**config.mk**
```make
export PLATFORM = sky130hd
export DESIGN_NAME = thar_cell
export DESIGN_NICKNAME = d
export VERILOG_FILES = /design/src/sv/thar_pkg.sv /design/src/sv/thar_cell.sv
export SDC_FILE = /design/constraint.sdc
export NUM_CORES = 1
export LEC_CHECK = 0
export CAP_MARGIN = 20
export CORE_ASPECT_RATIO = 1.4
export CORE_MARGIN = 2
export CORE_UTILIZATION = 50
export CTS_BUF_LIST = sky130_fd_sc_hd__clkbuf_4 sky130_fd_sc_hd__clkbuf_8 sky130_fd_sc_hd__clkbuf_16
export DETAILED_ROUTE_END_ITERATION = 10
export DONT_BUFFER_PORTS = 1
export SLEW_MARGIN = 20
export SYNTH_ARGS = -nofsm -noshare
export SYNTH_HDL_FRONTEND = slang
export SYNTH_SLANG_ARGS = --single-unit
```
**constraint.sdc**
```tcl
create_clock -name i_clk -period 7.1 [get_ports i_clk]
set_input_delay 1.42 -clock i_clk [delete_from_list [all_inputs] [get_ports i_clk]]
set_output_delay 1.42 -clock i_clk [all_outputs]
set_load 0.02 [all_outputs]
```
**src/sv/thar_pkg.sv**
```systemverilog
// Package for the touch hotspot auto-repeat block.
// Widths, reset values, request and register codes, and the structs passed between modules.
// No dependencies.
`timescale 1ns / 1ps
`default_nettype none

package thar_pkg;

    // fixed field widths
    localparam int RAW_W     = 12;
    localparam int PIX_W     = 10;
    localparam int CNT_W     = 8;
    localparam int REL_W     = 11;
    localparam int SLOT_W    = 6;   // enough for up to 64 hotspots
    localparam int NUM_W     = 24;  // 2*d*size + span
    localparam int DEN_W     = 13;  // 2*span
    localparam int CFG_IDX_W = 3;
    localparam int CFG_DAT_W = 12;
    localparam int OUT_IDX_W = 4;

    // defaults for the top-level parameters
    localparam int HOTSPOTS_DEF      = 16;
    localparam int SCREEN_WIDTH_DEF  = 600;
    localparam int SCREEN_HEIGHT_DEF = 448;

    // register reset values
    localparam logic [RAW_W-1:0] PMIN_RST   = 12'd30;
    localparam logic [CNT_W-1:0] HOLD_RST   = 8'd45;
    localparam logic [CNT_W-1:0] REPEAT_RST = 8'd10;
    localparam logic [RAW_W-1:0] LEFT_RST   = 12'd190;
    localparam logic [RAW_W-1:0] RIGHT_RST  = 12'd3915;
    localparam logic [RAW_W-1:0] BOTTOM_RST = 12'd375;
    localparam logic [RAW_W-1:0] TOP_RST    = 12'd3880;

    localparam logic [CNT_W-1:0] CNT_MAX = '1;

    // register indexes
    localparam logic [CFG_IDX_W-1:0] CFG_PMIN   = 3'd0;
    localparam logic [CFG_IDX_W-1:0] CFG_HOLD   = 3'd1;
    localparam logic [CFG_IDX_W-1:0] CFG_REPEAT = 3'd2;
    localparam logic [CFG_IDX_W-1:0] CFG_LEFT   = 3'd3;
    localparam logic [CFG_IDX_W-1:0] CFG_RIGHT  = 3'd4;
    localparam logic [CFG_IDX_W-1:0] CFG_BOTTOM = 3'd5;
    localparam logic [CFG_IDX_W-1:0] CFG_TOP    = 3'd6;

    // request codes
    typedef enum logic [1:0] {
        REQ_TICK  = 2'd0,
        REQ_WRITE = 2'd1,
        REQ_CLEAR = 2'd2,
        REQ_NONE  = 2'd3
    } t_req;

    // table write broadcast to every cell
    typedef struct packed {
        logic              wr;
        logic              clr;
        logic [SLOT_W-1:0] idx;
        logic              vld;
        logic [PIX_W-1:0]  x;
        logic [PIX_W-1:0]  y;
        logic [PIX_W-1:0]  w;
        logic [PIX_W-1:0]  h;
    } t_tbl_wr;

    // probe walking down the cell chain
    typedef struct packed {
        logic              vld;
        logic [PIX_W-1:0]  px;
        logic [PIX_W-1:0]  py;
        logic [SLOT_W-1:0] tgt;
        logic              hit;
        logic [SLOT_W-1:0] hit_idx;
        logic [PIX_W-1:0]  hit_x;
        logic [PIX_W-1:0]  hit_y;
        logic [PIX_W-1:0]  tgt_x;
        logic [PIX_W-1:0]  tgt_y;
    } t_probe;

endpackage

`default_nettype wire

```
**src/sv/thar_cell.sv**
```systemverilog
// One hotspot table cell: holds an entry and tests the passing probe against it.
// Depends on thar_pkg; cells are chained in the top level.
`timescale 1ns / 1ps
`default_nettype none

module thar_cell
    import thar_pkg::*;
#(
    parameter int CELL_IDX = 0
) (
    input  wire logic    i_clk,
    input  wire logic    i_rst_n,
    input  wire t_tbl_wr i_wr,
    input  wire t_probe  i_probe,
    output t_probe       o_probe
);

    localparam logic [SLOT_W-1:0] MY_IDX = SLOT_W'(CELL_IDX);

    logic             r_vld;
    logic [PIX_W-1:0] r_x, r_y, r_w, r_h;
    t_probe           r_probe;
    t_probe           n_probe;
    logic             w_hit;

    // entry storage
    always_ff @(posedge i_clk) begin
        if (!i_rst_n) begin
            r_vld <= 1'b0;
        end else if (i_wr.clr) begin
            r_vld <= 1'b0;
        end else if (i_wr.wr && i_wr.idx == MY_IDX) begin
            r_vld <= i_wr.vld;
        end
    end

    always_ff @(posedge i_clk) begin
        if (i_wr.clr) begin
            r_x <= '0;
            r_y <= '0;
            r_w <= '0;
            r_h <= '0;
        end else if (i_wr.wr && i_wr.idx == MY_IDX) begin
            r_x <= i_wr.x;
            r_y <= i_wr.y;
            r_w <= i_wr.w;
            r_h <= i_wr.h;
        end
    end

    // strict bounds test, first hit along the chain wins
    always_comb begin
        w_hit = r_vld
             && (i_probe.px > r_x)
             && ({1'b0, i_probe.px} < ({1'b0, r_x} + {1'b0, r_w}))
             && (i_probe.py > r_y)
             && ({1'b0, i_probe.py} < ({1'b0, r_y} + {1'b0, r_h}));
        n_probe = i_probe;
        if (!i_probe.hit && w_hit) begin
            n_probe.hit     = 1'b1;
            n_probe.hit_idx = MY_IDX;
            n_probe.hit_x   = r_x;
            n_probe.hit_y   = r_y;
        end
        if (i_probe.tgt == MY_IDX) begin
            n_probe.tgt_x = r_x;
            n_probe.tgt_y = r_y;
        end
    end

    always_ff @(posedge i_clk) begin
        if (!i_rst_n) begin
            r_probe <= '0;
        end else begin
            r_probe <= n_probe;
        end
    end

    assign o_probe = r_probe;

endmodule

`default_nettype wire

```
# Yosys cells after proc, flatten, opt, wreduce, memory -nomap -nowiden
# Cells that the tools add are included.
word_totals:
  reg_bits: 115
  inputBits: 125
  out_inout_bits: 74
  word_cells: 35
op_classes:
  add_sub_neg: 2
  order_cmp: 4
  n_mux: 2
  bitwise: 1
  reduce_logical: 11
ops:
  columns: ["cell", "count"]
  rows:
  - ["$mux W27", 1]
  - ["$add A10 B10 Y11", 2]
  - ["$lt A10 B11 Y1", 2]
  - ["$gt A10 B10 Y1", 2]
  - ["$mux W20", 1]
  - ["$logic_not A6 Y1", 2]
  - ["$logic_and A1 B1 Y1", 6]
  - ["$reduce_or A2 Y1", 2]
  - ["$logic_not A1 Y1", 1]
  - ["$not A1 Y1", 1]

# Logic depth before layout (Yosys ltp)
# Gate-level depths: netlist of the first run.
logic_depth:
  depth_word: 7
  depth_mapped: 16
  depth_no_buf: 15

# Worst setup path before layout of the first run
# OpenSTA, ideal clock, no wires.
synth_path:
  path_kind: "register to register"
  startpoint: "register r_x[1]"
  endpoint: "register r_probe (netlist bit o_probe[20])"
  setup_ps: 72
  arrival_time_ps: 3389
  slack_ps: 3639
  path_stages_with_launch: 16
  path_buffers: 1
  synth_period_minus_slack_ps: 3461
  path_cell_list: "dfxtp_1 ha_1 a21o_1 a21oi_1 nor2b_1 o21a_1 o41ai_2 nor2_1 a311oi_1 ha_1 and3_1 a221oi_1 o211ai_2 nor3_4 buf_8 mux2i_1"
synth_between:
  elab_chain_len: 7
  word_cells_on_any_way: 9
  cone_classes: "1 x add/sub; 2 x order compare; 1 x mux; 5 x reduce/logical"
synth_rtl:
  columns: ["element", "line_no", "rtl"]
  rows:
  - ["from (decl)", "thar_cell.sv:21", "logic [PIX_W-1:0] r_x, r_y, r_w, r_h;"]
  - ["from (signal assigned)", "thar_cell.sv:44", "r_x <= i_wr.x;"]
  - ["$add A10 B10 Y11 or $gt A10 B10 Y1 (tied branches)", "thar_cell.sv:55, thar_cell.sv:54", null]
  - ["$lt A10 B11 Y1 or $logic_and A1 B1 Y1 (tied branches)", "thar_cell.sv:55, thar_cell.sv:54", null]
  - ["$logic_and A1 B1 Y1 *", "thar_cell.sv:55", "&& ({1'b0, i_probe.px} < ({1'b0, r_x} + {1'b0, r_w}))"]
  - ["$logic_and A1 B1 Y1 *", "thar_cell.sv:56", "&& (i_probe.py > r_y)"]
  - ["$logic_and A1 B1 Y1 *", "thar_cell.sv:57", "&& ({1'b0, i_probe.py} < ({1'b0, r_y} + {1'b0, r_h}));"]
  - ["$logic_and A1 B1 Y1 *", "thar_cell.sv:59", "if (!i_probe.hit && w_hit) begin"]
  - ["$mux W27 *", "thar_cell.sv:59", null]
  - ["to (signal assigned)", "thar_cell.sv:75", "r_probe <= n_probe;"]
  - ["to (decl)", "thar_cell.sv:22", "t_probe r_probe;"]
# Mark *: on every way between the ends. The rest lies on a longest branch, timed or not.
# A chain may end at the register's enable or synchronous reset.

# Final worst setup path of the first run
layout_path:
  startpoint: "register r_x[0]"
  endpoint: "register r_probe (netlist bit o_probe[44])"
layout_between:
  elab_chain_len: 7
  word_cells_on_any_way: 9
  cone_classes: "1 x add/sub; 2 x order compare; 6 x reduce/logical"
layout_rtl:
  columns: ["element", "line_no"]
  rows:
  - ["$add A10 B10 Y11 or $gt A10 B10 Y1 (tied branches)", "thar_cell.sv:55, thar_cell.sv:54"]
  - ["$lt A10 B11 Y1 or $logic_and A1 B1 Y1 (tied branches)", "thar_cell.sv:55, thar_cell.sv:54"]
  - ["$logic_and A1 B1 Y1 *", "thar_cell.sv:55"]
  - ["$logic_and A1 B1 Y1 *", "thar_cell.sv:56"]
  - ["$logic_and A1 B1 Y1 *", "thar_cell.sv:57"]
  - ["$logic_and A1 B1 Y1 *", "thar_cell.sv:59"]
  - ["$reduce_or A2 Y1 (no source line) *", null]
# Marked as above.

==> results of run 1 <==
## synth_stat cells (6+ instances only)
cell	number
a21boi_0	20
a21o_1	10
a21oi_1	59
and2_1	29
and3b_2	6
clkbuf_1	27
dfxtp_1	115
ha_1	58
inv_1	29
mux2i_1	21
nand2_1	167
nand2b_1	6
nand3_1	7
nand4_1	6
nor2_1	11
o21ai_0	11
xor2_1	11
## final timing paths
path,start,endpoint
setup / recovery,r_x[0]$_SDFFE_PP0P_,o_probe[44]$_SDFF_PP0_
hold / removal,r_w[3]$_SDFFE_PP0P_,r_w[3]$_SDFFE_PP0P_
setup reg to reg,r_x[0]$_SDFFE_PP0P_,o_probe[44]$_SDFF_PP0_
hold reg to reg,r_w[3]$_SDFFE_PP0P_,r_w[3]$_SDFFE_PP0P_
## registers in the layout, summed over array words and instances, names as in the netlist
signal   flops
o_probe     74
r_h         10
r_w         10
r_x         10
r_y         10
r_vld        1
## routing by layer
layer | GRT usage | vias to the layer above | share of wire
met2 | 0.394 | 166 | 0.50
li1 | - | 2163 | -
met1 | 0.275 | 2004 | 0.41
met5 | 0 | - | 0
met3 | 0.0715 | 13 | 0.079
met4 | 0.0727 | 0 | 0.013
## layout by cell type (no fill, tap or decap), types with 7 or more instances in the layout
cell type  instances
mux2i_1           21
and2_1            28
a21boi_0          20
dfxtp_1          115
a21o_1            10
nand3_1            7
a21oi_1           59
nor2_1            11
nand2_1          167
o21ai_0           11
inv_1             29
xor2_1            11
clkbuf_16         17
ha_1              58
## report_power, final
group / switching, mW / internal (mW)
Sequential: 0.0390 / 0.670
Clock: 0.317 / 0.601
Combinational: 0.0270 / 0.0300
## layout make-up
cell class | count | share of cell area
multi-input cells | 468 | 0.486
clock inverters | 14 | 0.0318
flip-flops and latches | 115 | 0.365
inverters | 29 | 0.0173
repair buffers | 2 | 0.00238
clock buffers | 18 | 0.0697
well taps | 141 | 0.0280
## worst max-delay path, cell delays in order, from the launching register on
cell and delay [ns]:
dfxtp_1 0.36, ha_1 0.24, fa_1 0.43, a211oi_1 0.38, o21bai_1 0.15, a21oi_1 0.20
xor2_1 0.18, ha_1 0.29, a21oi_1 0.14, and3_1 0.16, o21ai_0 0.09, a221oi_1 0.40
o211ai_2 0.18, nor3_4 0.20, buf_4 0.39, and3b_2 0.25
## cell families (layout without fill, tap and decap cells)
| logic type | Yosys count | after routing | share of synthesized area |
|---|---|---|---|
| mux | 21 | 21 | 0.0375 |
| simple gates | 245 | 245 | 0.199 |
| flops | 115 | 115 | 0.411 |
| fa+ha+maj | 60 | 60 | 0.137 |
| compound gates | 128 | 128 | 0.151 |
| xor+xnor | 14 | 14 | 0.0219 |
| buf+inv | 59 | 63 | 0.0435 |
## per-stage QoR
stage | area (um2) | cells | utilization
finish | 6300 | 787 | 0.580
global route | 6300 | 787 | 0.580
CTS | 6300 | 787 | 0.580
detailed placement | 5660 | 755 | 0.521
global placement | 5660 | 755 | 0.521
floorplan | 5610 | 642 | -
==> results.py, run 1 <==
metrics = {
    "floorplanning": {
        "die_x_um": 93.5,
        "ios": 199,
        "die-area_um2": 12100,
        "chipHeight_um": 129,
        "core_area_um2": 10900,
        "rows": 45,
        "start_util": 0.516,
    },
    "timing": {
        "period_share": 0.586,
        "slew_viol_final": 0,
        "fin_worst_skew_ns": 0.00560,
        "rsz0062_at_grt": "false",
        "hold_viol_final": 0,
        "tightest_slew_ns": 0.768,
        "setup_viol": 0,
        "fin_tns_setup_ns": 0,
        "fin_ws_ns": 2.94,
        "slew_headroom": 0.488,
        "max_freq_mhz": 240,
        "timing.hold.ws_ns": 0.455,
        "final.min_clock_period_ns": 4.16,
    },
    "cts": {
        "cts_buffers": 17,
        "cts_sinks": 115,
        "post-cts-setup-buffers": 0,
        "hold_buffers": 0,
        "cts_tree": "built",
        "cts_root_buffer": "clkbuf_16",
        "ctsResizeCount": 0,
        "clockBufferDepth": 2,
        "path_clk_slew_ns": 0.06,
        "cts_max_level": 4,
        "clk_latency_ns": 0.41,
    },
    "worst_setup_path": {
        "crit_fanout": 26,
        "rr_worst_depth": 15,
        "worstSetupStartpointType": "flop",
        "rrSetupSlack_ns": 2.94,
        "required_ns": 7.40,
        "cp.arrival_ns": 4.46,
        "crit_type": "flop to flop",
        "cp-end-kind": "flop",
    },
    "synthesis": {
        "synthArstFlopShare": 0,
        "synth_cells": 642,
        "syn_area_um2": 5610,
        "ys_seq_area_frac": 0.411,
        "ys.flop_type": "dfxtp_1",
        "syn_avg_cell_area_um2": 8.73,
        "synth-edff-count": 0,
        "synth-seq-cells": 115,
        "synth.area.top_cells": "dfxtp_1 41%, ha_1 13%, nand2_1 11%, a21oi_1 5.3%, mux2i_1 3.7%",
        "yosysWarnings": 0,
        "synth_top_area_share": 0.411,
        "synth_nets": 827,
        "synth_cell_type_count": 45,
        "yosys.area.top_type": "dfxtp_1",
    },
    "finish": {
        "register_area_um2": 2300,
        "num_antenna_cells": 0,
        "multiInputGateArea_um2": 3060,
        "drive_gt1_frac": 0.0759,
        "syn2layout_area_growth_pct": 12.4,
        "fillers": 983,
        "nets": 818,
    },
    "status": {
        "status": "complete, no violations",
    },
    "drt": {
        "antenna_left": 0,
        "drc": 0,
        "drt_wl_total_um": 13900,
        "wl_per_cell_um": 17.7,
        "via_count": 4346,
        "viasPerCell": 5.52,
        "drt_iter0_drc": 148,
        "drt_pass1_iterations": 4,
    },
    "worst_hold_path": {
        "hold_path.class": "flop to flop",
        "hold_path_depth": 2,
    },
    "placed_design": {
        "place_ws_ns": 3.01,
        "io_buffer_count": 0,
        "place_congestion": 0.874,
        "dp_hpwl_um": 10600,
    },
    "power": {
        "vdd_drop_max_mv": 0.161,
        "finalPower_mw": 1.68,
        "power.leakage_nw": 2.50,
        "power_density_nw_per_um2": 267,
    },
    "global_route": {
        "grt_overflow": 0,
        "grt_usage": 0.230,
        "grt_pass1_vias": 4221,
        "grt_max_degree": 96,
        "grt_antenna_before_repair": 0,
        "grt_pass1_wl_um": 21400,
    },
    "flow_run": {
        "max-cap-violations": 0,
    },
}
Power figures use the tool's default switching activity.
==> run 2: changes to the inputs <==
PLACE_DENSITY = 0.68   (was not set)
clock period = 3.5 ns   (was 7.1 ns; I/O delays follow)
==> run 2 against run 1 <==
The flow now finishes with violations (setup timing). Via count rose by 3.3%. Global-route usage rose by 1.3 points. Register-to-register slack got worse by 3.0 ns. Hold slack got worse by 0.095 ns. Non-clock buffer count rose by 18. Final cell count rose by 2.3%. Power rose by 99%. Die area did not move. Combinational power rose by 120%. Setup slack got worse by 3.0 ns. Critical path type unchanged.
==> results.py, run 2 (synthesis results as in run 1) <==
metrics = {
    "drt": {
        "drt_pass1_iterations": 5,
        "drt_wl_total_um": 14800,
        "via_count": 4488,
        "wl_per_cell_um": 18.4,
        "drt_iter0_drc": 175,
        "viasPerCell": 5.58,
        "drc": 0,
        "antenna_left": 0,
    },
    "cts": {
        "cts_sinks": 115,
        "hold_buffers": 0,
        "clockBufferDepth": 2,
        "cts_max_level": 4,
        "path_clk_slew_ns": 0.06,
        "clk_latency_ns": 0.41,
        "cts_buffers": 17,
        "cts_tree": "built",
        "cts_root_buffer": "clkbuf_16",
    },
    "worst_setup_path": {
        "slowest_delay_ns": 0.35,
        "rrSetupSlack_ns": -0.01,
        "crit_type": "flop to flop",
        "worstSetupStartpointType": "flop",
        "timing.rr.end": "o_probe[43]$_SDFF_PP0_",
        "crit_fanout": 13,
        "cp.arrival_ns": 3.81,
        "rr_worst_depth": 15,
        "cp_slowest_cell": "dfxtp_4",
        "required_ns": 3.80,
        "cp-end-kind": "flop",
        "crit_start": "r_x[1]$_SDFFE_PP0P_",
        "worstPathCellList": "ha_4 > a21o_1 > a21oi_2 > nor2b_1 > o21a_1 > o41ai_2 > nor2_1 > a311oi_1 > ha_1 > and3_4 > a221oi_2 > o211ai_2 > nor3_4 > buf_6 > and3b_2",
        "reg2reg_from": "r_x[1]$_SDFFE_PP0P_",
    },
    "timing": {
        "slew_viol_final": 0,
        "setup_viol": 7,
        "tightest_slew_ns": 0.791,
        "rsz0062_at_grt": "true",
        "fin_ws_ns": -0.0149,
        "fin_tns_setup_ns": -0.0784,
        "slew_headroom": 0.473,
        "max_freq_mhz": 285,
        "fin_worst_skew_ns": 0.00578,
        "hold_viol_final": 0,
        "final.min_clock_period_ns": 3.51,
        "period_share": 1.00,
    },
    "finish": {
        "final_cells": 805,
        "num_antenna_cells": 0,
        "layout_commonest_cell": "nand2_1",
        "largest_register_ffs": 74,
        "nets": 836,
        "final_cell_mix": "167 x nand2_1, 113 x dfxtp_1, 55 x a21oi_1, 55 x ha_1, 29 x inv_1",
        "syn2layout_area_growth_pct": 17.0,
        "drive_gt1_frac": 0.128,
    },
    "power": {
        "p_sw_uw": 787,
        "p_int_mw": 2.57,
        "power_frac_clock": 0.534,
        "p_comb_frac": 0.038,
        "vdd_drop_max_mv": 0.285,
        "power_density_nw_per_um2": 511,
        "p_sw_frac": 0.235,
        "p_seq_frac": 0.428,
        "power.leakage_nw": 2.58,
    },
    "worst_hold_path": {
        "worstHoldEndpoint": "r_w[1]$_SDFFE_PP0P_",
        "hold_path.class": "primary input to flop",
        "hold_path_depth": 1,
        "min_from": "i_wr[47]",
    },
    "floorplanning": {
        "die_x_um": 93.5,
        "core_area_um2": 10900,
        "die-area_um2": 12100,
        "ios": 199,
        "chipHeight_um": 129,
        "start_util": 0.516,
        "rows": 45,
    },
    "global_route": {
        "grt_max_degree": 96,
        "grt_antenna_before_repair": 0,
        "grt_pass1_wl_um": 22600,
        "grt_overflow": 0,
        "grt_pass1_vias": 4478,
        "grt_usage": 0.243,
    },
    "flow_run": {
        "max-cap-violations": 0,
    },
    "status": {
        "violations": "setup timing",
        "status": "finished with violations",
    },
    "placed_design": {
        "place_congestion": 0.848,
        "dp_hpwl_um": 10700,
        "io_buffer_count": 0,
        "dp.cells": 766,
    },
}
==> run 2: changes by cell type in the layout (fill, tap and decap cells not counted), moves of 3 or more <==
| cell | delta |
|---|---|
| buf_4 | +14 |
| a21oi_1 | -4 |
| a21oi_2 | +4 |
| clkinvlp_4 | +4 |
| ha_1 | -3 |
| o21ai_0 | -3 |
==> run 2: worst max-delay path: cells and delay by family (launching register included) <==
| kind | cells | cell delay, ns |
|---|---|---|
| DFF | 1 | 0.35 |
| buffers and inverters | 1 | 0.22 |
| and+or+nand+nor | 5 | 0.75 |
| AOI/OAI and AO/OA | 7 | 1.54 |
| adders and majority gates | 2 | 0.52 |
==> run 2: layer usage <==
| layer | up-vias | wire [um] | track usage |
|---|---|---|---|
| li1 | 2197 | - | - |
| met1 | 2080 | 5730 | 0.272 |
| met2 | 185 | 7480 | 0.426 |
| met3 | 26 | 1220 | 0.0709 |
| met4 | 0 | 391 | 0.106 |
| met5 | - | 0 | 0 |
==> run 2: worst max-delay path by stage <==
stage	end	slack, ns	cells past startpoint
6_report	o_probe[43]$_SDFF_PP0_	-0.01	15
5_1_grt	o_probe[39]$_SDFF_PN0_	-0.16	16
4_1_cts	o_probe[45]$_SDFF_PP0_	-0.01	16
3_5_place_dp	o_probe[41]$_SDFF_PP0_	-0.20	15
3_3_place_gp	o_probe[41]$_SDFF_PP0_	-0.08	15
2_1_floorplan	o_probe[20]$_SDFF_PN0_	0.04	15
==> run 2: layout make-up <==
type,count,area (um2)
tap,141,176
clock inverter,14,178
multi-input combinational,468,3150
clock buffer,18,439
fill,940,4300
sequential,115,2310
timing repair buffer,20,198
inverter,29,109
==> run 2: stage by stage <==
stage	instance area (um2)	setup WS, ns	hold slack, ns	util	power (mW)
2_1_floorplan	5610	0.0390	0.440	-	1.57
3_3_place_gp	5760	-0.0847	0.445	0.530	1.58
3_5_place_dp	5760	-0.197	0.449	0.530	1.59
4_1_cts	6500	-0.0139	0.345	0.599	3.38
5_1_grt	6560	-0.164	0.338	0.604	3.47
6_report	6560	-0.0149	0.360	0.604	3.35
==> run 2: power by group through the flow <==
| stage | Combinational (mW) | Sequential [mW] | Clock (mW) |
|---|---|---|---|
| 6_report | 0.128 | 1.44 | 1.79 |
| 5_1_grt | 0.146 | 1.44 | 1.88 |
| 4_1_cts | 0.125 | 1.44 | 1.81 |
| 3_5_place_dp | 0.119 | 1.47 | 0 |
| 3_3_place_gp | 0.110 | 1.47 | 0 |
| 2_1_floorplan | 0.112 | 1.46 | 0 |
==> run 2: repair_timing <==
action	4_1_cts	5_1_grt
cloned	2	0
endpoints found under the hold margin	0	0
setup endpoints to repair	26	26
pin swaps	13	18
gates resized for setup	17	12
buffers inserted	3	3
