## src/sv/thar_pkg.sv

```systemverilog
// Package for the touch hotspot auto-repeat block.
// Widths, reset values, request and register codes, and the structs passed between modules.
// No dependencies.
`timescale 1ns / 1ps
`default_nettype none

package thar_pkg;

    // fixed field widths
    localparam int RAW_W     = 12;
    localparam int PIX_W     = 10;
    localparam int CNT_W     = 8;
    localparam int REL_W     = 11;
    localparam int SLOT_W    = 6;   // enough for up to 64 hotspots
    localparam int NUM_W     = 24;  // 2*d*size + span
    localparam int DEN_W     = 13;  // 2*span
    localparam int CFG_IDX_W = 3;
    localparam int CFG_DAT_W = 12;
    localparam int OUT_IDX_W = 4;

    // defaults for the top-level parameters
    localparam int HOTSPOTS_DEF      = 16;
    localparam int SCREEN_WIDTH_DEF  = 600;
    localparam int SCREEN_HEIGHT_DEF = 448;

    // register reset values
    localparam logic [RAW_W-1:0] PMIN_RST   = 12'd30;
    localparam logic [CNT_W-1:0] HOLD_RST   = 8'd45;
    localparam logic [CNT_W-1:0] REPEAT_RST = 8'd10;
    localparam logic [RAW_W-1:0] LEFT_RST   = 12'd190;
    localparam logic [RAW_W-1:0] RIGHT_RST  = 12'd3915;
    localparam logic [RAW_W-1:0] BOTTOM_RST = 12'd375;
    localparam logic [RAW_W-1:0] TOP_RST    = 12'd3880;

    localparam logic [CNT_W-1:0] CNT_MAX = '1;

    // register indexes
    localparam logic [CFG_IDX_W-1:0] CFG_PMIN   = 3'd0;
    localparam logic [CFG_IDX_W-1:0] CFG_HOLD   = 3'd1;
    localparam logic [CFG_IDX_W-1:0] CFG_REPEAT = 3'd2;
    localparam logic [CFG_IDX_W-1:0] CFG_LEFT   = 3'd3;
    localparam logic [CFG_IDX_W-1:0] CFG_RIGHT  = 3'd4;
    localparam logic [CFG_IDX_W-1:0] CFG_BOTTOM = 3'd5;
    localparam logic [CFG_IDX_W-1:0] CFG_TOP    = 3'd6;

    // request codes
    typedef enum logic [1:0] {
        REQ_TICK  = 2'd0,
        REQ_WRITE = 2'd1,
        REQ_CLEAR = 2'd2,
        REQ_NONE  = 2'd3
    } t_req;

    // table write broadcast to every cell
    typedef struct packed {
        logic              wr;
        logic              clr;
        logic [SLOT_W-1:0] idx;
        logic              vld;
        logic [PIX_W-1:0]  x;
        logic [PIX_W-1:0]  y;
        logic [PIX_W-1:0]  w;
        logic [PIX_W-1:0]  h;
    } t_tbl_wr;

    // probe walking down the cell chain
    typedef struct packed {
        logic              vld;
        logic [PIX_W-1:0]  px;
        logic [PIX_W-1:0]  py;
        logic [SLOT_W-1:0] tgt;
        logic              hit;
        logic [SLOT_W-1:0] hit_idx;
        logic [PIX_W-1:0]  hit_x;
        logic [PIX_W-1:0]  hit_y;
        logic [PIX_W-1:0]  tgt_x;
        logic [PIX_W-1:0]  tgt_y;
    } t_probe;

endpackage

`default_nettype wire

```

## src/sv/thar_div.sv

```systemverilog
// Restoring divider, one quotient bit per cycle, for the pixel mapping.
// Depends on thar_pkg; the quotient is known to fit PIX_W bits.
`timescale 1ns / 1ps
`default_nettype none

module thar_div
    import thar_pkg::*;
(
    input  wire logic             i_clk,
    input  wire logic             i_rst_n,
    input  wire logic             i_go,
    input  wire logic [NUM_W-1:0] i_num,
    input  wire logic [DEN_W-1:0] i_den,
    output logic                  o_done,
    output logic [PIX_W-1:0]      o_quo
);

    localparam int CW = $clog2(PIX_W + 1);

    logic [DEN_W-1:0] r_rem;
    logic [DEN_W-1:0] r_den;
    logic [PIX_W-1:0] r_low;
    logic [PIX_W-1:0] r_quo;
    logic [CW-1:0]    r_cnt;
    logic             r_run;
    logic             r_done;

    logic [DEN_W:0]   w_rem2;
    logic             w_ge;
    logic [DEN_W-1:0] w_rem_n;

    // one restoring step
    always_comb begin
        w_rem2  = {r_rem, r_low[PIX_W-1]};
        w_ge    = (w_rem2 >= {1'b0, r_den});
        w_rem_n = w_ge ? DEN_W'(w_rem2 - {1'b0, r_den}) : w_rem2[DEN_W-1:0];
    end

    // control
    always_ff @(posedge i_clk) begin
        if (!i_rst_n) begin
            r_run  <= 1'b0;
            r_done <= 1'b0;
            r_cnt  <= '0;
        end else begin
            r_done <= 1'b0;
            if (i_go) begin
                r_run <= 1'b1;
                r_cnt <= '0;
            end else if (r_run) begin
                r_cnt <= CW'(r_cnt + 1'b1);
                if (r_cnt == CW'(PIX_W - 1)) begin
                    r_run  <= 1'b0;
                    r_done <= 1'b1;
                end
            end
        end
    end

    // datapath: upper numerator bits are already below the divisor
    always_ff @(posedge i_clk) begin
        if (i_go) begin
            r_rem <= i_num[NUM_W-2 -: DEN_W];
            r_low <= i_num[PIX_W-1:0];
            r_den <= i_den;
            r_quo <= '0;
        end else if (r_run) begin
            r_rem <= w_rem_n;
            r_low <= {r_low[PIX_W-2:0], 1'b0};
            r_quo <= {r_quo[PIX_W-2:0], w_ge};
        end
    end

    assign o_done = r_done;
    assign o_quo  = r_quo;

endmodule

`default_nettype wire

```

## config.mk

```make
export PLATFORM = sky130hd
export DESIGN_NAME = thar_div
export DESIGN_NICKNAME = d
export VERILOG_FILES = /design/src/sv/thar_pkg.sv /design/src/sv/thar_div.sv
export SDC_FILE = /design/constraint.sdc
export NUM_CORES = 1
export LEC_CHECK = 0
export BUFFER_PORTS_ARGS = -buffer_cell sky130_fd_sc_hd__buf_2
export CORE_ASPECT_RATIO = 0.9
export CORE_MARGIN = 1
export CORE_UTILIZATION = 45
export CTS_CLUSTER_SIZE = 28
export DETAILED_ROUTE_END_ITERATION = 16
export PLACE_DENSITY = 0.77
export SLEW_MARGIN = 30
export SYNTH_ARGS = -nofsm -noshare
export SYNTH_HDL_FRONTEND = slang
export SYNTH_SLANG_ARGS = --single-unit
```

## constraint.sdc

```tcl
create_clock -name i_clk -period 4.1 [get_ports i_clk]
set_input_delay 0.205 -clock i_clk [delete_from_list [all_inputs] [get_ports i_clk]]
set_output_delay 0.205 -clock i_clk [all_outputs]
set_load 0.1 [all_outputs]
```

Word level (Yosys, flattened, before mapping)
Cells that the tools add are included.
{"block": "totals", "reg_bits": 52, "latchBits": 0, "ram_bits": 0, "mem_bits_ro": 0, "in_bits": 40, "word_cells": 25, "mem_count": 0}
{"block": "op_classes", "addsub": 2, "multipliers": 0, "div": 0, "order_cmp": 1, "eq_ne": 1, "shifts": 0, "muxes": 9, "bitwise": 2, "n_reduce_logical": 3}
{"operator": "two-way mux 13 bit", "count": 3}
{"operator": "two-way mux 10 bit", "count": 2}
{"operator": "greater-or-equal comparator 14 x 13 -> 1 bit", "count": 1}
{"operator": "subtractor 13 bit", "count": 1}
{"operator": "adder 4 x 1 -> 4 bit (second input constant)", "count": 1}
{"operator": "equality test 4 bit (second input constant)", "count": 1}
{"operator": "two-way mux 1 bit", "count": 4}
{"operator": "OR reduction 3 bit", "count": 1}
{"operator": "NOT 1 bit", "count": 2}
{"operator": "nonzero test 2 bit", "count": 1}
{"operator": "OR reduction 2 bit", "count": 1}

Logic depth before layout (Yosys ltp)
Gate-level depths: netlist of the first run.
{"block": "logic_depth", "depth_word": 4, "depth_mapped": 12}

Least setup slack after synthesis of the first run
OpenSTA, ideal clock, no wires.
{"block": "synth_path", "path_kind": "register to register", "startpoint": "reg r_low[9]", "endpoint": "reg r_rem[8], data pin", "setup_ns": 0.260, "arrival_time_ns": 2.854, "required_time_ns": 3.840, "path_slack_ns": 0.986, "path_stages_with_launch": 12, "n_path_buf": 0, "period_less_slack_ns": 3.114, "path_cell_list": "edfxtp_1 > inv_1 > ha_1 > inv_1 > fa_1 > a21o_1 > a221oi_4 > o31ai_2 > o2111a_1 > a2111oi_4 > mux2_2 > mux2_2"}
{"block": "synth_between", "elab_chain_len": 4}
{"element": "start, declared", "line": "thar_div.sv:22", "source": "logic [PIX_W-1:0] r_low;"}
{"element": "start signal, assigned", "line": "thar_div.sv:64", "source": "r_low <= i_num[PIX_W-1:0];"}
{"element": "start signal, assigned", "line": "thar_div.sv:69", "source": "r_low <= {r_low[PIX_W-2:0], 1'b0};"}
{"element": "subtractor 13 bit or greater-or-equal comparator 14 x 13 -> 1 bit (tied branches)", "line": "thar_div.sv:36, thar_div.sv:35"}
{"element": "two-way mux 13 bit *", "line": "thar_div.sv:36", "source": "w_rem_n = w_ge ? DEN_W'(w_rem2 - {1'b0, r_den}) : w_rem2[DEN_W-1:0];"}
{"element": "two-way mux 13 bit *", "line": "thar_div.sv:67", "source": "end else if (r_run) begin"}
{"element": "two-way mux 13 bit *", "line": "thar_div.sv:62", "source": "if (i_go) begin"}
{"element": "end signal, assigned", "line": "thar_div.sv:63", "source": "r_rem <= i_num[NUM_W-2 -: DEN_W];"}
{"element": "end signal, assigned", "line": "thar_div.sv:68", "source": "r_rem <= w_rem_n;"}
{"element": "end, declared", "line": "thar_div.sv:20", "source": "logic [DEN_W-1:0] r_rem;"}
Every way passes the cells marked *; elsewhere a longest branch is shown, timed or not. The select of a mux whose other input is x is not followed.
A chain may end at the register's enable or synchronous reset.

Worst setup path in the final report of the first run
{"block": "layout_path", "startpoint": "reg r_low[9]", "endpoint": "reg r_rem[2], data pin"}
Same word-level chain as after synthesis.

==> impl_metrics.ini, run 1 <==
[pwr]
p_seq_share_pct = 47.5
p_clk_share_pct = 19.0
p_int_uw = 975
switching_share_pct = 31.5
power_uw = 1420
ir_worst_vdd_uv = 301
p_leak_uw = 0.00131
power_density_mw_per_mm2 = 460
switchingPower_uw = 449
power_frac_comb_pct = 33.5

[outcome]
violations = DRC
status = finished with violations

[setup_path]
r2r_setup_slack_ns = 0.80
rr_startpoint = r_low[9]$_DFFE_PP_
ff2ff_path_depth = 12
crit_fanout = 22
cp.arrival_ns = 3.35
cp_data_required_time_ns = 4.15
crit_path_end_kind = flip-flop
crit_type = reg2reg
start_kind = flip-flop
r2r-end = r_rem[2]$_DFFE_PP_

[place]
place.gp.congestion = 0.784
io_buffers = 49
dp_hpwl_um = 3480

[yosys]
synthFlopType = edfxtp_1
synth_edf_count = 36
ys_types = 42
synth-seq-area-share_pct = 51.5
ys_seq_elements = 52
synth_warnings = 0
synth_area_per_cell_sq_um = 11.6
synth_area_sq_mm = 0.00272
async_reset_ff_share_pct = 0
netlist_instances = 234
synth_nets = 290

[cells_and_area]
drive_above_1_share_pct = 26.6
final_cell_mix = 49 x buf_2, 36 x edfxtp_1, 18 x inv_1, 17 x nor2_1, 16 x dfxtp_1
nets = 338
layout.filler_cells = 505
seq_area_sq_mm = 0.00140
area_growth_pct = 13.9
layout_commonest_cell = buf_2
multiInputGateArea_sq_mm = 0.00120
antennaDiodeCount = 0

[global_routing]
antenna_found_initial = 0
first_global_vias = 1720
grt_pass1_wl_um = 7790
overflow = 0
grt_max_degree = 50
track_usage_pct = 15.8

[clocking]
holdBufCountCts = 0
post_cts.repair.setup_buffers = 0
htree_levels = 2
cts-root-buf = clkbuf_8
cts_buffers = 5
cts_resized = 0
tritoncts = yes
clock_sinks = 52
clkLatencyLatePin_ns = 0.30
cts_buffer_depth = 2
clk_pin_slew_ns = 0.09

[worst_hold_path]
hold_class = in2reg
min-delay-start = i_den[11]
whs_path_depth = 1
min_to = r_den[11]$_DFFE_PP_

[floorplanning]
core.rowCount = 26
die_w_um = 83.9
start_util_pct = 47.2
core_region_area_sq_mm = 0.00576
fp.dieH_um = 75.7
io_pins = 51
dieArea_sq_mm = 0.00636

[sta]
worstMarginPinSlew_ns = 0.898
slew_viol_final = 0
max_freq_ghz = 0.303
rsz0062_at_grt = false
period_share_pct = 80.6
slew_headroom_pct = 40.1
fin_skew_ns = 0.00707
setup_viol = 0
finalHoldViolations = 0
fin_crit_ns = 3.30
tns_ns = 0

[detailed_routing]
ant_nets = 0
dr_total_vias = 1831
wl_per_cell_um = 13.7
drc = 2
dr.pass1.iters = 10
drt_iter0_drc = 114
routed_wl_um = 4830
avgViaCountPerCell = 5.20

[job]
cap_violations = 0
[state kept, by name (all words and copies together) (netlist names)]
register	cells
o_done	1
r_run	1
r_cnt	4
r_rem	13
r_den	13
r_low	10
o_quo	10
[cells in the mapped netlist, types with 4 or more instances]
cell / instances / area (sq um)
nor3_1: 4 / 20.0
edfxtp_1: 36 / 1080
mux2i_1: 12 / 120
xnor2_1: 4 / 35.0
ha_1: 15 / 188
xor2_1: 8 / 70.1
mux2_2: 12 / 135
nand3b_1: 6 / 45.0
nor2_1: 17 / 63.8
nand2_1: 11 / 41.3
nor2b_1: 5 / 31.3
a21o_1: 5 / 37.5
o311ai_0: 5 / 43.8
dfxtp_1: 16 / 320
clkbuf_1: 7 / 26.3
o21ai_0: 6 / 30.0
inv_1: 18 / 67.6
a21oi_1: 15 / 75.1
[per-layer routing]
metal	part of all wire [%]	up-vias	GRT usage [%]
met5	0	-	0
met4	0.85	0	5.17
met3	5.2	4	4.55
met2	47	40	27.0
met1	47	843	19.6
li1	-	944	-
[worst max-delay path by stage]
| stage | from | cells past startpoint | slack (ns) | to |
|---|---|---|---|---|
| finish | r_low[9]$_DFFE_PP_ | 12 | 0.80 | r_rem[2]$_DFFE_PP_ |
| global route | r_low[9]$_DFFE_PP_ | 12 | 0.59 | r_rem[2]$_DFFE_PP_ |
| CTS | r_low[9]$_DFFE_PP_ | 12 | 0.81 | r_rem[2]$_DFFE_PP_ |
| detailed placement | r_low[9]$_DFFE_PP_ | 12 | 0.82 | r_rem[2]$_DFFE_PP_ |
| global placement | r_low[9]$_DFFE_PP_ | 12 | 0.87 | r_rem[10]$_DFFE_PP_ |
| floorplan | r_low[9]$_DFFE_PP_ | 11 | 0.99 | r_rem[8]$_DFFE_PP_ |
[kinds of logic after synthesis]
logic type,share of synthesized area [%]
compound gates,13.1
xor+xnor,3.87
fa+ha+maj,7.64
buf+inv,4.19
flops,51.5
mux,9.39
simple gates,10.3
[per-stage QoR]
step	std cells	area [sq um]	worst slack, ns	util (%)	hold WS [ns]
global placement	345	3020	0.874	52.5	0.383
detailed placement	345	3020	0.820	52.5	0.383
global route	352	3100	0.591	53.8	0.0581
CTS	352	3100	0.810	53.8	0.0650
finish	352	3100	0.797	53.8	0.0752
floorplan	234	2720	0.986	-	0.304
[power by group through the flow]
stage / sequential (uW) / combinational, uW / clock (uW)
after floorplan: 686 / 379 / 0
after global placement: 685 / 464 / 0
after detailed placement: 688 / 473 / 0
after CTS: 676 / 477 / 279
after global routing: 683 / 528 / 300
final: 677 / 477 / 271
[critical path, cell delays in order, from the launching register on]
cell and delay [ns]:
edfxtp_1 0.38, inv_1 0.08, ha_1 0.15, inv_1 0.05, fa_1 0.40, a21o_1 0.24, a221oi_4 0.30, o31ai_2 0.14
o2111a_1 0.27, a2111oi_4 0.34, buf_4 0.32, mux2i_1 0.27, o21ai_0 0.10
[cell type report]
class | instances | area share, %
sequential | 52 | 45.2
inverter | 18 | 2.18
clock inverter | 1 | 0.162
timing repair buffer | 51 | 8.40
clock buffer | 6 | 2.34
multi-input combinational | 154 | 38.9
tap | 70 | 2.83
No activity file was read; power rests on OpenSTA's default activity.
==> inputs of run 2 (changes only) <==
--- a/config.mk
+++ b/config.mk
@@ -5,13 +5,14 @@
 export SDC_FILE = /design/constraint.sdc
 export NUM_CORES = 1
 export LEC_CHECK = 0
+export ABC_AREA = 1
 export BUFFER_PORTS_ARGS = -buffer_cell sky130_fd_sc_hd__buf_2
 export CORE_ASPECT_RATIO = 0.9
 export CORE_MARGIN = 1
 export CORE_UTILIZATION = 45
 export CTS_CLUSTER_SIZE = 28
 export DETAILED_ROUTE_END_ITERATION = 16
-export PLACE_DENSITY = 0.77
+export PLACE_DENSITY = 0.76
 export SLEW_MARGIN = 30
 export SYNTH_ARGS = -nofsm -noshare
 export SYNTH_HDL_FRONTEND = slang
==> constraint.sdc (replaced) <==
create_clock -name i_clk -period 3.2 [get_ports i_clk]
set_input_delay 0.16 -clock i_clk [delete_from_list [all_inputs] [get_ports i_clk]]
set_output_delay 0.16 -clock i_clk [all_outputs]
set_load 0.1 [all_outputs]
==> run 2 against run 1 <==
Effect of this change:
- the flow now finishes without violations
- die area grew 13%
- hold slack worse by 0.063 ns
- clock power grew 62%
- fmax up 36%
- critical path type unchanged
- largest cell class unchanged
==> impl_metrics.ini, run 2 <==
[outcome]
status = complete, no violations

[floorplanning]
core_region_area_sq_mm = 0.00659
dieArea_sq_mm = 0.00719
io_pins = 51
start_util_pct = 46.8
core.rowCount = 28
fp.dieH_um = 80.5
die_w_um = 89.3

[sta]
slew_headroom_pct = 48.5
max_freq_ghz = 0.412
period_share_pct = 75.8
setup_viol = 0
rsz0062_at_grt = false
worstMarginPinSlew_ns = 0.768
finalHoldViolations = 0
tns_ns = 0
fin_skew_ns = 0.0109
fin_crit_ns = 2.43
slew_viol_final = 0

[place]
place.gp.congestion = 0.880
dp_hpwl_um = 4770
io_buffers = 49
place_area_sq_mm = 0.00341

[detailed_routing]
drt_iter0_drc = 137
dr_total_vias = 2560
avgViaCountPerCell = 4.79
wl_per_cell_um = 12.2
routed_wl_um = 6500
drc = 0
ant_nets = 0
dr.pass1.iters = 4

[setup_path]
crit_path_end_kind = flip-flop
cp.arrival_ns = 2.50
r2r_setup_slack_ns = 0.77
cp_data_required_time_ns = 3.27
crit_type = reg2reg
start_kind = flip-flop
crit_fanout = 19

[worst_hold_path]
hold_class = in2reg

[yosys]
synth_area_per_cell_sq_um = 7.91
synth_area_sq_mm = 0.00308
netlist_instances = 390
synth_edf_count = 36
synthFlopType = edfxtp_1
yosys-top-cells-area = edfxtp_1 35%, nand2_1 16%, dfxtp_1 10%
synth_top_area_cell = edfxtp_1
synth-seq-area-share_pct = 45.5
ys_seq_elements = 52
synthTopCellsByCount = 131 x nand2_1, 78 x inv_1, 36 x edfxtp_1, 22 x nor2_1, 20 x nand3_1
synth_most_common_cell = nand2_1
async_reset_ff_share_pct = 0
synth_nets = 446
synth_warnings = 0
synth_top_area_share_pct = 35.1
ys_types = 28

[clocking]
clock_sinks = 52
cts_buffers = 5
clk_pin_slew_ns = 0.11
tritoncts = yes
htree_levels = 2
cts_buffer_depth = 2
clkLatencyLatePin_ns = 0.32
cts-root-buf = clkbuf_8

[cells_and_area]
drive_above_1_share_pct = 17.8
final_cell_mix = 131 x nand2_1, 79 x inv_1, 49 x buf_2, 36 x edfxtp_1, 22 x nor2_1
area_growth_pct = 14.9
multiInputGateArea_sq_mm = 0.00132
layout_commonest_cell = nand2_1
antennaDiodeCount = 0
top_regs = r_den: 13 flops, r_rem: 13 flops
layout.filler_cells = 666
nets = 500
final_area_sq_mm = 0.00354
seq_area_sq_mm = 0.00140

[pwr]
p_seq_share_pct = 42.4
power_density_mw_per_mm2 = 560
power_frac_comb_pct = 35.4
p_clk_share_pct = 22.2
ir_worst_vdd_uv = 263
p_leak_uw = 0.00186
switchingPower_uw = 727
switching_share_pct = 36.7
p_int_uw = 1260

[global_routing]
track_usage_pct = 19.9
antenna_found_initial = 0
overflow = 0
grt_max_degree = 38
first_global_vias = 2489
grt_pass1_wl_um = 10800

[job]
cap_violations = 0
-- run 2: changes by cell type after synthesis, moves of 6 or more --
cell	delta
a21oi_1	-10
nand4_1	+11
o22ai_1	+8
mux2i_1	-12
nand3_1	+18
mux2_2	-12
inv_1	+60
nand2_1	+120
nand3b_1	-6
-- run 2: kinds of logic (layout without fill, tap and decap cells) --
kind of cell	after synthesis	count (layout)	share of synthesized area, %
adders and majority gates	16	16	6.74
xor gates and xnor gates	6	6	1.70
buffers and inverters	89	144	11.6
and+or+nand+nor	201	201	29.2
AOI/OAI and AO/OA	26	26	5.32
DFF	52	52	45.5
-- run 2: worst max-delay path, stage by stage, from the launching register on --
cell,delay (ns)
edfxtp_1,0.40
inv_1,0.07
ha_1,0.13
inv_1,0.07
fa_1,0.42
nand2_1,0.11
nand2_1,0.08
nand3_1,0.07
nand2_1,0.13
nand2_4,0.17
nand3_4,0.27
nor2_1,0.17
o21ai_0,0.10
-- run 2: repair_timing --
action                    in CTS  in global routing
resized for setup              0                  0
hold buffers                   0                  3
setup buffers                  0                  0
hold endpoints to repair       0                  3
-- run 2: area by class of cell --
cell class              instances  area share [%]
inverters                      82            8.69
repair buffers                 54            8.19
flip-flops and latches         52            39.6
clock buffers                   6            2.65
clock inverters                 2           0.353
well taps                      90            3.18
multi-input cells             249            37.4
-- run 2: power groups by stage --
stage | clock network [uW] | registers [uW] | logic [uW]
finish | 440 | 841 | 702
global route | 482 | 850 | 796
CTS | 451 | 841 | 699
detailed placement | 0 | 856 | 696
global placement | 0 | 852 | 675
floorplan | 0 | 865 | 545
-- run 2: final timing paths --
path	start	endpoint	cells after the start
hold / removal	i_den[2]	r_den[2]$_DFFE_PP_	1
setup reg to reg	r_low[9]$_DFFE_PP_	r_rem[4]$_DFFE_PP_	12
setup / recovery	r_low[9]$_DFFE_PP_	r_rem[4]$_DFFE_PP_	12
hold reg to reg	o_quo[9]$_SDFFE_PP0P_	o_quo[9]$_SDFFE_PP0P_	2
-- run 2: through the flow --
stage          util [%]  worst slack [ns]  hold slack (ns)  power (uW)  std cells
3_5_place_dp       51.7             0.812            0.338        1550        524
4_1_cts            53.3             0.783          0.00621        1990        532
6_report           53.8             0.774           0.0126        1980        535
3_3_place_gp       51.7             0.843            0.338        1530        524
2_1_floorplan         -              1.07            0.259        1410        390
5_1_grt            53.8             0.538          0.00171        2130        535
-- run 2: per-layer routing --
layer,GRT usage [%],part of all wire [%]
met2,34.7,47
met5,0,0
met1,24.5,47
met4,5.24,1.3
met3,4.42,4.3
==> inputs of run 3 (changes only) <==
--- a/config.mk
+++ b/config.mk
@@ -5,14 +5,14 @@
 export SDC_FILE = /design/constraint.sdc
 export NUM_CORES = 1
 export LEC_CHECK = 0
-export ABC_AREA = 1
+export ABC_AREA = 0
 export BUFFER_PORTS_ARGS = -buffer_cell sky130_fd_sc_hd__buf_2
 export CORE_ASPECT_RATIO = 0.9
 export CORE_MARGIN = 1
 export CORE_UTILIZATION = 45
 export CTS_CLUSTER_SIZE = 28
 export DETAILED_ROUTE_END_ITERATION = 16
-export PLACE_DENSITY = 0.76
+export PLACE_DENSITY = 0.77
 export SLEW_MARGIN = 30
 export SYNTH_ARGS = -nofsm -noshare
 export SYNTH_HDL_FRONTEND = slang
==> constraint.sdc (replaced) <==
create_clock -name i_clk -period 2.3 [get_ports i_clk]
set_input_delay 0.115 -clock i_clk [delete_from_list [all_inputs] [get_ports i_clk]]
set_output_delay 0.115 -clock i_clk [all_outputs]
set_load 0.1 [all_outputs]
==> run 3 against run 2 <==
Effect of this change:
- the flow now finishes with violations (setup timing)
- critical endpoint is now r_rem[8]$_DFFE_PP_
- sequential cell count unchanged
- utilization grew 10 points
- fmax down 19%
- largest power group is now combinational cells
==> impl_metrics.ini, run 3 (synthesis results as in run 1) <==
[outcome]
status = finished with violations
violations = setup timing

[sta]
setup_viol = 14
tns_ns = -8.44
worstMarginPinSlew_ns = 0.576
slew_headroom_pct = 61.6
period_share_pct = 130
fin_skew_ns = 0.00478
max_freq_ghz = 0.334
whs_ns = 0.0460
rsz0062_at_grt = true
worst_slack_ns = -0.696
finalHoldViolations = 0
fin_crit_ns = 3.00
slew_viol_final = 0

[setup_path]
rr_startpoint = r_low[9]$_DFFE_PP_
startpoint = r_low[9]$_DFFE_PP_
cp_data_required_time_ns = 2.36
start_kind = flip-flop
cp.arrival_ns = 3.05
crit_type = reg2reg
crit_path_end_kind = flip-flop
crit_fanout = 3

[floorplanning]
start_util_pct = 47.2
die_w_um = 83.9
dieArea_sq_mm = 0.00636
io_pins = 51
fp.dieH_um = 75.7
core_region_area_sq_mm = 0.00576
core.rowCount = 26

[global_routing]
grt_pass1_wl_um = 9720
track_usage_pct = 20.0
overflow = 0
grt_max_degree = 36
first_global_vias = 2075
antenna_found_initial = 0

[place]
io_buffers = 49
place.gp.congestion = 0.838
dp_hpwl_um = 4050
dp_slack_ns = -0.712
place_area_sq_mm = 0.00327

[cells_and_area]
layout.filler_cells = 409
final_cell_mix = 49 x buf_2, 36 x edfxtp_1, 33 x buf_4, 17 x nor2_1
antennaDiodeCount = 0
area_growth_pct = 35.6
top_regs = r_den: 13 flops, r_rem: 13 flops
nets = 389
post-route-util_pct = 64.0
drive_above_1_share_pct = 38.6
final_area_sq_mm = 0.00369
layout_commonest_cell = buf_2

[pwr]
power_frac_comb_pct = 42.8
power_density_mw_per_mm2 = 860
switchingPower_uw = 1010
p_seq_share_pct = 37.9
p_clk_share_pct = 19.3
p_leak_uw = 0.00160
p_int_uw = 2170
switching_share_pct = 31.7
ir_worst_vdd_uv = 461

[clocking]
htree_levels = 2
tritoncts = yes
clock_sinks = 52
clkLatencyLatePin_ns = 0.30
cts-root-buf = clkbuf_8
cts_buffers = 5
cts_buffer_depth = 2
clk_pin_slew_ns = 0.09

[detailed_routing]
routed_wl_um = 6150
ant_nets = 0
dr_total_vias = 2142
avgViaCountPerCell = 5.30
dr.pass1.iters = 4
wl_per_cell_um = 15.2
drt_iter0_drc = 84
drc = 0

[worst_hold_path]
min-delay-start = i_rst_n
hold_class = in2reg

[job]
cap_violations = 0
## run 3: metal layers
metal | vias to the layer above | global-route usage, % | wire length, um
met5 | - | 0 | 0
met4 | 0 | 8.81 | 160
met2 | 62 | 36.7 | 3100
met1 | 1016 | 24.4 | 2660
li1 | 1049 | - | -
met3 | 15 | 2.38 | 229
## run 3: power by group through the flow
stage / Sequential, uW / Combinational [uW] / Clock, uW
6_report: 1200 / 1360 / 612
3_5_place_dp: 1220 / 1090 / 0
4_1_cts: 1200 / 1280 / 621
5_1_grt: 1210 / 1470 / 665
2_1_floorplan: 1220 / 687 / 0
3_3_place_gp: 1210 / 1060 / 0
## run 3: critical path: stages, from the launching register on
cell	delay, ns
edfxtp_1	0.40
inv_2	0.09
ha_4	0.13
inv_2	0.03
fa_2	0.33
a21o_1	0.20
a221oi_4	0.28
o31ai_2	0.11
o2111a_1	0.28
a2111oi_4	0.30
mux2_4	0.33
mux2_2	0.26
## run 3: what timing repair did
| item | 4_1_cts | 5_1_grt |
|---|---|---|
| resized for setup | 27 | 7 |
| setup endpoints to repair | 14 | 14 |
| buffers inserted | 5 | 2 |
| pin swaps | 10 | 6 |
| endpoints found under the hold margin | 13 | 0 |
| hold buffers | 13 | 0 |
| cloned | 1 | 0 |
## run 3: final cells by class
cell class              count  area (sq um)  area share (%)
repair buffers            102           714            19.4
clock buffers               6          72.6            1.97
multi-input cells         154          1310            35.5
flip-flops and latches     52          1400            38.0
well taps                  70          87.6            2.38
clock inverters             2          35.0           0.950
inverters                  18          67.6            1.83
## run 3: path summary, 6_finish.rpt
kind,to,slack [ns],depth (start not counted)
setup reg to reg,r_rem[8]$_DFFE_PP_,-0.70,11
setup / recovery,r_rem[8]$_DFFE_PP_,-0.70,11
hold reg to reg,o_quo[9]$_SDFFE_PP0P_,0.50,2
hold / removal,r_run$_SDFF_PN0_,0.05,2
## run 3: per-stage QoR
stage / power, uW / std cells
6_report: 3170 / 404
5_1_grt: 3340 / 404
4_1_cts: 3100 / 403
3_5_place_dp: 2310 / 376
3_3_place_gp: 2270 / 376
2_1_floorplan: 1910 / 234
